## src/hdl/ifd_pkg.sv

```systemverilog
// Shared constants and types for the IMU fall detector.
package ifd_pkg;

  // Default sizing of the sample windows
  localparam int WindowDefault      = 8;
  localparam int SampleWidthDefault = 16;

  // Fixed field widths
  localparam int CycleWidth     = 32;
  localparam int ThresholdWidth = 15;
  localparam int CfgIdxWidth    = 1;
  localparam int CfgDataWidth   = ThresholdWidth;
  localparam int OutTdataWidth  = 8;

  // Configuration register indexes
  localparam logic [CfgIdxWidth-1:0] RegForceThreshold = 1'd0;
  localparam logic [CfgIdxWidth-1:0] RegForceStop      = 1'd1;

  // Reset values of the configuration registers
  localparam logic [ThresholdWidth-1:0] ThresholdReset = 15'd160;

  // Fall direction codes
  localparam logic [1:0] DirBack  = 2'd0;
  localparam logic [1:0] DirFront = 2'd1;
  localparam logic [1:0] DirLeft  = 2'd2;
  localparam logic [1:0] DirRight = 2'd3;

  // Configuration register set
  typedef struct packed {
    logic [ThresholdWidth-1:0] force_threshold;
    logic                      force_stop;
  } cfg_t;

  // One result item
  typedef struct packed {
    logic       sample_taken;
    logic [1:0] fall_direction;
    logic       fallen;
  } result_t;

endpackage

```

## src/hdl/ifd_window.sv

```systemverilog
// Sliding window of samples as a shift line with a running total.
module ifd_window #(
  parameter int WINDOW  = ifd_pkg::WindowDefault,
  parameter int WIDTH   = ifd_pkg::SampleWidthDefault,
  parameter int TOTAL_W = WIDTH + $clog2(WINDOW)
) (
  input  logic                      clk_i,
  input  logic                      rst_ni,
  input  logic                      shift_i,
  input  logic signed [WIDTH-1:0]   sample_i,
  output logic signed [TOTAL_W-1:0] total_o
);

  logic signed [WIDTH-1:0]   taps_q [WINDOW];
  logic signed [TOTAL_W-1:0] total_q;
  logic signed [TOTAL_W-1:0] total_d;

  // Add the new sample and drop the oldest one
  assign total_d = total_q + TOTAL_W'(sample_i) - TOTAL_W'(taps_q[WINDOW-1]);

  // Advance the shift line on each stored sample
  always_ff @(posedge clk_i or negedge rst_ni) begin
    if (!rst_ni) begin
      for (int i = 0; i < WINDOW; i++) begin
        taps_q[i] <= '0;
      end
      total_q <= '0;
    end else if (shift_i) begin
      taps_q[0] <= sample_i;
      for (int i = 1; i < WINDOW; i++) begin
        taps_q[i] <= taps_q[i-1];
      end
      total_q <= total_d;
    end
  end

  assign total_o = total_q;

endmodule

```

## src/hdl/ifd_decide.sv

```systemverilog
// Fall and direction decision from the window totals.
module ifd_decide #(
  parameter int WINDOW  = ifd_pkg::WindowDefault,
  parameter int GYRO_W  = ifd_pkg::SampleWidthDefault + $clog2(WINDOW),
  parameter int FORCE_W = ifd_pkg::SampleWidthDefault + 1 + $clog2(WINDOW)
) (
  input  logic signed [GYRO_W-1:0]  gyro_x_total_i,
  input  logic signed [GYRO_W-1:0]  gyro_y_total_i,
  input  logic signed [FORCE_W-1:0] force_total_i,
  input  ifd_pkg::cfg_t             cfg_i,
  output logic                      fallen_o,
  output logic [1:0]                fall_direction_o
);

  localparam int ThrW = ifd_pkg::ThresholdWidth + $clog2(WINDOW + 1);
  localparam int CmpW = ((ThrW > FORCE_W) ? ThrW : FORCE_W) + 1;

  logic signed [CmpW-1:0]   thr_scaled;
  logic signed [CmpW-1:0]   force_ext;
  logic        [GYRO_W-1:0] abs_x;
  logic        [GYRO_W-1:0] abs_y;
  logic                     x_pos;
  logic                     x_neg;

  // Compare the force total against threshold times window length
  assign thr_scaled = $signed(CmpW'(cfg_i.force_threshold) * CmpW'(WINDOW));
  assign force_ext  = CmpW'(force_total_i);
  assign fallen_o   = !cfg_i.force_stop && (force_ext <= thr_scaled);

  // Magnitudes of the gyro totals
  assign abs_x = gyro_x_total_i[GYRO_W-1] ? GYRO_W'(-gyro_x_total_i) : gyro_x_total_i;
  assign abs_y = gyro_y_total_i[GYRO_W-1] ? GYRO_W'(-gyro_y_total_i) : gyro_y_total_i;
  assign x_neg = gyro_x_total_i[GYRO_W-1];
  assign x_pos = !x_neg && (gyro_x_total_i != '0);

  // Pick direction; ties fall through to right
  always_comb begin
    if (abs_x > abs_y && x_pos) begin
      fall_direction_o = ifd_pkg::DirBack;
    end else if (abs_x > abs_y && x_neg) begin
      fall_direction_o = ifd_pkg::DirFront;
    end else if (abs_x < abs_y && x_pos) begin
      fall_direction_o = ifd_pkg::DirLeft;
    end else begin
      fall_direction_o = ifd_pkg::DirRight;
    end
  end

endmodule

```

## src/hdl/imu_fall_detector.sv

```systemverilog
// Top level of the IMU fall detector: input register, windows, result register.
//
//  channel  | dir | handshake                   | payload
//  ---------+-----+-----------------------------+--------------------------------------
//  s_axis   | in  | s_axis_tvalid/s_axis_tready | cycle, gyro x/y, force right/left
//  m_axis   | out | m_axis_tvalid/m_axis_tready | fallen, fall_direction, sample_taken
//  cfg      | in  | cfg_we_i                    | cfg_idx_i, cfg_data_i
//
// One item per cycle sustained while m_axis does not stall; after acceptance the input
// register takes the item, the update stage updates the windows, then the result register loads.
// Reset clears the windows, totals and cycle tracking and resets the config at once; no clearing pass.
// A stall on m_axis holds the result register, then the update stage, then s_axis.
module imu_fall_detector #(
  parameter int WINDOW       = ifd_pkg::WindowDefault,
  parameter int SAMPLE_WIDTH = ifd_pkg::SampleWidthDefault,
  parameter int IN_TDATA_W   = ((ifd_pkg::CycleWidth + 4 * SAMPLE_WIDTH + 7) / 8) * 8
) (
  input  logic                              clk_i,
  input  logic                              rst_ni,
  // Input item
  input  logic                              s_axis_tvalid,
  output logic                              s_axis_tready,
  // from bit 0: cycle_number, gyro_x, gyro_y, force_right, force_left, zero pad
  input  logic [IN_TDATA_W-1:0]             s_axis_tdata,
  // Result item
  output logic                              m_axis_tvalid,
  input  logic                              m_axis_tready,
  // from bit 0: fallen, fall_direction[1:0], sample_taken, zero pad
  output logic [ifd_pkg::OutTdataWidth-1:0] m_axis_tdata,
  // Configuration writes
  input  logic                              cfg_we_i,
  input  logic [ifd_pkg::CfgIdxWidth-1:0]   cfg_idx_i,
  input  logic [ifd_pkg::CfgDataWidth-1:0]  cfg_data_i
);

  localparam int CW      = ifd_pkg::CycleWidth;
  localparam int SW      = SAMPLE_WIDTH;
  localparam int FSW     = SAMPLE_WIDTH + 1;
  localparam int GYRO_W  = SW + $clog2(WINDOW);
  localparam int FORCE_W = FSW + $clog2(WINDOW);

  // Configuration registers
  ifd_pkg::cfg_t cfg_q;

  always_ff @(posedge clk_i or negedge rst_ni) begin
    if (!rst_ni) begin
      cfg_q.force_threshold <= ifd_pkg::ThresholdReset;
      cfg_q.force_stop      <= 1'b0;
    end else if (cfg_we_i) begin
      case (cfg_idx_i)
        ifd_pkg::RegForceThreshold: cfg_q.force_threshold <= cfg_data_i;
        ifd_pkg::RegForceStop:      cfg_q.force_stop      <= cfg_data_i[0];
        default: ;
      endcase
    end
  end

  // Pipeline handshake
  logic in_valid_q;
  logic mid_valid_q;
  logic out_valid_q;
  logic upd_ready;
  logic upd_fire;
  logic out_adv;

  assign out_adv       = mid_valid_q && (!out_valid_q || m_axis_tready);
  assign upd_ready     = !mid_valid_q || out_adv;
  assign upd_fire      = in_valid_q && upd_ready;
  assign s_axis_tready = !in_valid_q || upd_ready;

  // Input register
  logic [CW-1:0]        cycle_q;
  logic signed [SW-1:0] gyro_x_q;
  logic signed [SW-1:0] gyro_y_q;
  logic signed [SW-1:0] force_right_q;
  logic signed [SW-1:0] force_left_q;

  always_ff @(posedge clk_i or negedge rst_ni) begin
    if (!rst_ni) begin
      in_valid_q <= 1'b0;
    end else if (s_axis_tready) begin
      in_valid_q <= s_axis_tvalid;
    end
  end

  always_ff @(posedge clk_i) begin
    if (s_axis_tvalid && s_axis_tready) begin
      cycle_q       <= s_axis_tdata[CW-1:0];
      gyro_x_q      <= s_axis_tdata[CW+SW-1:CW];
      gyro_y_q      <= s_axis_tdata[CW+2*SW-1:CW+SW];
      force_right_q <= s_axis_tdata[CW+3*SW-1:CW+2*SW];
      force_left_q  <= s_axis_tdata[CW+4*SW-1:CW+3*SW];
    end
  end

  // Cycle tracking: store a sample only on a new cycle number
  logic [CW-1:0] last_cycle_q;
  logic          cycle_known_q;
  logic          take;
  logic          shift;
  logic          taken_q;

  assign take  = !cycle_known_q || (cycle_q != last_cycle_q);
  assign shift = upd_fire && take;

  always_ff @(posedge clk_i or negedge rst_ni) begin
    if (!rst_ni) begin
      last_cycle_q  <= '0;
      cycle_known_q <= 1'b0;
      mid_valid_q   <= 1'b0;
      taken_q       <= 1'b0;
    end else begin
      if (upd_fire) begin
        last_cycle_q  <= cycle_q;
        cycle_known_q <= 1'b1;
        taken_q       <= take;
        mid_valid_q   <= 1'b1;
      end else if (out_adv) begin
        mid_valid_q   <= 1'b0;
      end
    end
  end

  // Summed foot force
  logic signed [FSW-1:0] force_sum;
  assign force_sum = FSW'(force_right_q) + FSW'(force_left_q);

  // Windows and running totals
  logic signed [GYRO_W-1:0]  gyro_x_total;
  logic signed [GYRO_W-1:0]  gyro_y_total;
  logic signed [FORCE_W-1:0] force_total;

  ifd_window #(.WINDOW(WINDOW), .WIDTH(SW), .TOTAL_W(GYRO_W)) u_win_gx (
    .clk_i    (clk_i),
    .rst_ni   (rst_ni),
    .shift_i  (shift),
    .sample_i (gyro_x_q),
    .total_o  (gyro_x_total)
  );

  ifd_window #(.WINDOW(WINDOW), .WIDTH(SW), .TOTAL_W(GYRO_W)) u_win_gy (
    .clk_i    (clk_i),
    .rst_ni   (rst_ni),
    .shift_i  (shift),
    .sample_i (gyro_y_q),
    .total_o  (gyro_y_total)
  );

  ifd_window #(.WINDOW(WINDOW), .WIDTH(FSW), .TOTAL_W(FORCE_W)) u_win_force (
    .clk_i    (clk_i),
    .rst_ni   (rst_ni),
    .shift_i  (shift),
    .sample_i (force_sum),
    .total_o  (force_total)
  );

  // Decision from the updated totals
  logic       fallen;
  logic [1:0] fall_direction;

  ifd_decide #(.WINDOW(WINDOW), .GYRO_W(GYRO_W), .FORCE_W(FORCE_W)) u_decide (
    .gyro_x_total_i   (gyro_x_total),
    .gyro_y_total_i   (gyro_y_total),
    .force_total_i    (force_total),
    .cfg_i            (cfg_q),
    .fallen_o         (fallen),
    .fall_direction_o (fall_direction)
  );

  // Result register
  ifd_pkg::result_t res_q;

  always_ff @(posedge clk_i or negedge rst_ni) begin
    if (!rst_ni) begin
      out_valid_q <= 1'b0;
    end else if (out_adv) begin
      out_valid_q <= 1'b1;
    end else if (m_axis_tready) begin
      out_valid_q <= 1'b0;
    end
  end

  always_ff @(posedge clk_i) begin
    if (out_adv) begin
      res_q.fallen         <= fallen;
      res_q.fall_direction <= fall_direction;
      res_q.sample_taken   <= taken_q;
    end
  end

  assign m_axis_tvalid = out_valid_q;
  assign m_axis_tdata  = ifd_pkg::OutTdataWidth'(res_q);

endmodule
```

## config.mk

```make
export PLATFORM = sky130hd
export DESIGN_NAME = imu_fall_detector
export DESIGN_NICKNAME = d
export VERILOG_FILES = /design/src/hdl/ifd_pkg.sv /design/src/hdl/ifd_window.sv /design/src/hdl/ifd_decide.sv /design/src/hdl/imu_fall_detector.sv
export SDC_FILE = /design/constraint.sdc
export NUM_CORES = 1
export LEC_CHECK = 0
export BUFFER_PORTS_ARGS = -buffer_cell sky130_fd_sc_hd__buf_2
export CAP_MARGIN = 20
export CORE_ASPECT_RATIO = 0.6
export CORE_MARGIN = 2
export CORE_UTILIZATION = 55
export DETAILED_ROUTE_END_ITERATION = 10
export GPL_ROUTABILITY_DRIVEN = 0
export PLACE_DENSITY = 0.75
export SETUP_SLACK_MARGIN = 0.2
export SLEW_MARGIN = 10
export SYNTH_ARGS = -nofsm -noshare
export SYNTH_HDL_FRONTEND = slang
export SYNTH_HIERARCHICAL = 1
export SYNTH_SLANG_ARGS = --single-unit
```

## constraint.sdc

```tcl
create_clock -name clk_i -period 4.5 [get_ports clk_i]
set_clock_uncertainty 0.2 [all_clocks]
set_input_delay 0.675 -clock clk_i [delete_from_list [all_inputs] [get_ports clk_i]]
set_output_delay 0.675 -clock clk_i [all_outputs]
set_load 0.03 [all_outputs]
```

==> impl_metrics.json <==
{
  "status": "finished, violations left",
  "failed_checks": "hold timing, setup timing",
  "grt_overflow": 0,
  "setup_ws_ns": -0.00529,
  "cts_max_level": 2,
  "p_per_area_nw_per_um2": 848,
  "clk_pin_slew_ns": 0.07,
  "coreArea_um2": 52500,
  "nFillCells": 3935,
  "cts_tree": "yes",
  "antenna_found_initial": 0,
  "row_count": 65,
  "antenna_left": 0,
  "viasPerCell": 5.58,
  "dpl.hpwl_um": 38500,
  "peakVddDrop_uv": 468,
  "io_buffers": 122,
  "end_kind": "flip-flop",
  "synth_seq_cells": 603,
  "synthArstFlopShare_pct": 83.4,
  "min_period_ns": 4.51,
  "synth_edf_count": 100,
  "ys.flop_type": "dfrtp_1",
  "synth-seq-area-share_pct": 53.4,
  "area_growth_pct": 12.4,
  "tightest_slew_ns": 1.01,
  "dr.pass1.iters": 6,
  "cpMaxStageDelayCell": "fa_1",
  "die_height_um": 183,
  "routedWlPerCell_um": 17.6,
  "clockBufferDepth": 3,
  "path_cells": "ha_4 -> fa_2 -> a21o_1 -> nand4_1 -> a21oi_4 -> or3_4 -> a31oi_4 -> inv_4 -> fa_1 -> inv_1 -> ha_4 -> inv_2 -> o21ai_2 -> a221o_1 -> a21boi_2 -> nor4b_2 -> o221ai_1",
  "whs_ns": -0.0180,
  "die_w_um": 302,
  "routed_wirelength_um": 56000,
  "die-area_um2": 55100,
  "fmax_mhz": 222,
  "final_cell_count_no_fill": 3177,
  "cp_common_cell": "ha_4",
  "antenna_cells": 0,
  "cts_sinks": 603,
  "cp-start-kind": "flip-flop",
  "setup_tns_ns": -0.00529,
  "crit_fanout": 5,
  "clkLatencyLatePin_ns": 0.60,
  "crit_required_ns": 4.76,
  "grt_pass1_vias": 18300,
  "drt_iter0_drc": 1373,
  "dp_cells": 3066,
  "cts_root_buf": "clkbuf_16",
  "io_pins": 127,
  "timing.final.hold_violations": 15,
  "synth_cells": 2286,
  "period_share_pct": 100,
  "p_leak_uw": 0.0145,
  "max_slew_margin_pct": 32.4,
  "place_ws_ns": -0.185,
  "crit_path_max_incr_delay_ns": 0.56,
  "rsz0062_at_grt": "yes",
  "drive_gt1_share_pct": 30.8,
  "hold_buffers": 0,
  "syn_area_um2": 29200,
  "remaining_drc_errors": 0,
  "synth_area_per_cell_um2": 12.8,
  "vias": 17700,
  "start_util_pct": 55.6,
  "max_cap_viol_count": 0,
  "slew_violations": 0,
  "finalSetupViolations": 1,
  "grt.total_usage_pct": 20.8,
  "cts_buffers": 54,
  "critPathKind": "flip-flop to flip-flop",
  "synth_warnings": 6,
  "hold_class": "input pin to async pin",
  "cp.arrival_ns": 4.77,
  "grt_max_degree": 157,
  "grt_pass1_wl_um": 93500,
  "nets": 2715,
  "synth_cell_types": 85,
  "worstRegToRegCells": 17
}
flip-flops by register name, summed over array words and instances (netlist names), 19 cells and up:
register             count
u_win_gx/taps_q        128
last_cycle_q            32
u_win_gy/total_o        19
cycle_q                 32
u_win_force/total_o     20
u_win_force/taps_q     136
u_win_gx/total_o        19
u_win_gy/taps_q        128
worst paths after layout:
path                                                end        startpoint  slack (ns)
worst max register to register  u_win_force/total_o[19]   force_left_q[0]      -0.005
max in group asynchronous           u_win_gy/taps_q[19]            rst_ni        3.00
worst min-delay path                u_win_gx/taps_q[83]            rst_ni       -0.02
worst min register to register          m_axis_tdata[3]           taken_q        0.27
worst max-delay path            u_win_force/total_o[19]   force_left_q[0]      -0.005
min in group clk_i                      force_left_q[7]  s_axis_tdata[87]        0.04
critical path, delay by kind of cell (launching register included):
kind | cells | cell delay (ns)
buf+inv | 3 | 0.29
simple gates | 3 | 0.76
flops | 1 | 0.44
fa+ha+maj | 4 | 1.35
compound gates | 7 | 1.33
cell families (layout without fill, tap and decap cells):
kind of cell               Yosys count  after routing  share of synthesized area, %
DFF                                603            603                          53.4
buffers and inverters              326            511                          4.35
AOI/OAI and AO/OA                  324            324                          7.64
xor gates and xnor gates           111            111                          3.33
other                                1              4                        0.0128
and+or+nand+nor                    293            293                          5.04
adders and majority gates          169            169                          8.67
muxes                              459            459                          17.6
routing by layer:
layer | vias up | wire, um | GRT usage (%)
met5 | - | 0 | 0
li1 | 8279 | - | -
met2 | 528 | 25900 | 33.3
met3 | 118 | 2820 | 3.25
met1 | 8807 | 26200 | 30.3
met4 | 0 | 1070 | 4.55
where the power goes:
| group | switching, uW | internal [uW] | total, uW | leakage [uW] |
|---|---|---|---|---|
| logic | 7610 | 6500 | 14100 | 0.00670 |
| clock network | 2020 | 2640 | 4660 | 0.000887 |
| registers | 1400 | 7670 | 9070 | 0.00688 |
Yosys cell counts, types with 5 or more instances:
| library cell | count | area share, % |
|---|---|---|
| a211oi_1 | 20 | 0.51 |
| nor3_1 | 17 | 0.29 |
| nor2_1 | 54 | 0.69 |
| o211ai_1 | 11 | 0.28 |
| a2111oi_0 | 6 | 0.18 |
| o31ai_1 | 12 | 0.31 |
| xor2_1 | 55 | 1.6 |
| nand4_1 | 24 | 0.51 |
| o2111ai_1 | 5 | 0.15 |
| a21oi_1 | 75 | 1.3 |
| nand3_1 | 26 | 0.45 |
| or3_1 | 11 | 0.24 |
| nand3b_1 | 6 | 0.15 |
| o22ai_1 | 6 | 0.13 |
| xnor2_1 | 56 | 1.7 |
| nand2b_1 | 11 | 0.24 |
| mux2i_1 | 21 | 0.72 |
| o21bai_1 | 11 | 0.28 |
| a21o_1 | 19 | 0.49 |
| buf_4 | 6 | 0.15 |
| o21ai_0 | 77 | 1.3 |
| fa_1 | 56 | 3.8 |
| edfxtp_1 | 100 | 10 |
| inv_1 | 251 | 3.2 |
| a21oi_2 | 5 | 0.15 |
| ha_1 | 113 | 4.8 |
| buf_2 | 6 | 0.10 |
| dfrtp_1 | 501 | 43 |
| o21a_1 | 11 | 0.28 |
| clkbuf_1 | 56 | 0.72 |
| nor4_1 | 13 | 0.28 |
| a21boi_0 | 6 | 0.15 |
| mux2_2 | 438 | 17 |
| nand2_1 | 93 | 1.2 |
| nor2b_1 | 10 | 0.21 |
timing repair:
| item | 4_1_cts | 5_1_grt |
|---|---|---|
| gates resized for setup | 20 | 26 |
| endpoints found under the setup margin | 7 | 11 |
| pin swaps | 15 | 12 |
| setup buffers | 9 | 1 |
cells in the final DEF, fill, tap and decap left out, types with 14 or more instances in the layout:
cell       instances
xor2_1            55
a21o_1            19
mux2i_1           21
nand2_1           92
buf_2            121
xnor2_1           56
a21oi_1           67
buf_4             29
edfxtp_1         100
mux2_2           438
nand3_1           25
dfrtp_1          501
a211oi_1          17
fa_1              55
nor2_1            52
clkbuf_16         60
ha_1             104
clkbuf_1          14
inv_1            248
o21ai_0           73
nand4_1           24
nor3_1            16
stage by stage:
stage               util [%]  total power [uW]  area [um2]  hold slack, ns
detailed placement      58.5             22200       30700           0.258
CTS                     62.3             27500       32700         0.00183
global placement        58.5             21400       30700           0.243
global route            62.5             30000       32800          0.0186
floorplan                  -             19100       29300           0.179
finish                  62.5             27800       32800         -0.0180
final cells by class:
| class | instances | area, um2 | share of cell area (%) |
|---|---|---|---|
| flip-flops and latches | 603 | 15600 | 47.5 |
| clock inverters | 21 | 174 | 0.530 |
| well taps | 703 | 880 | 2.68 |
| multi-input cells | 1360 | 12600 | 38.4 |
| clock buffers | 80 | 1640 | 4.98 |
| inverters | 251 | 945 | 2.88 |
| repair buffers | 159 | 990 | 3.01 |
(Power assumes the default switching activity.)
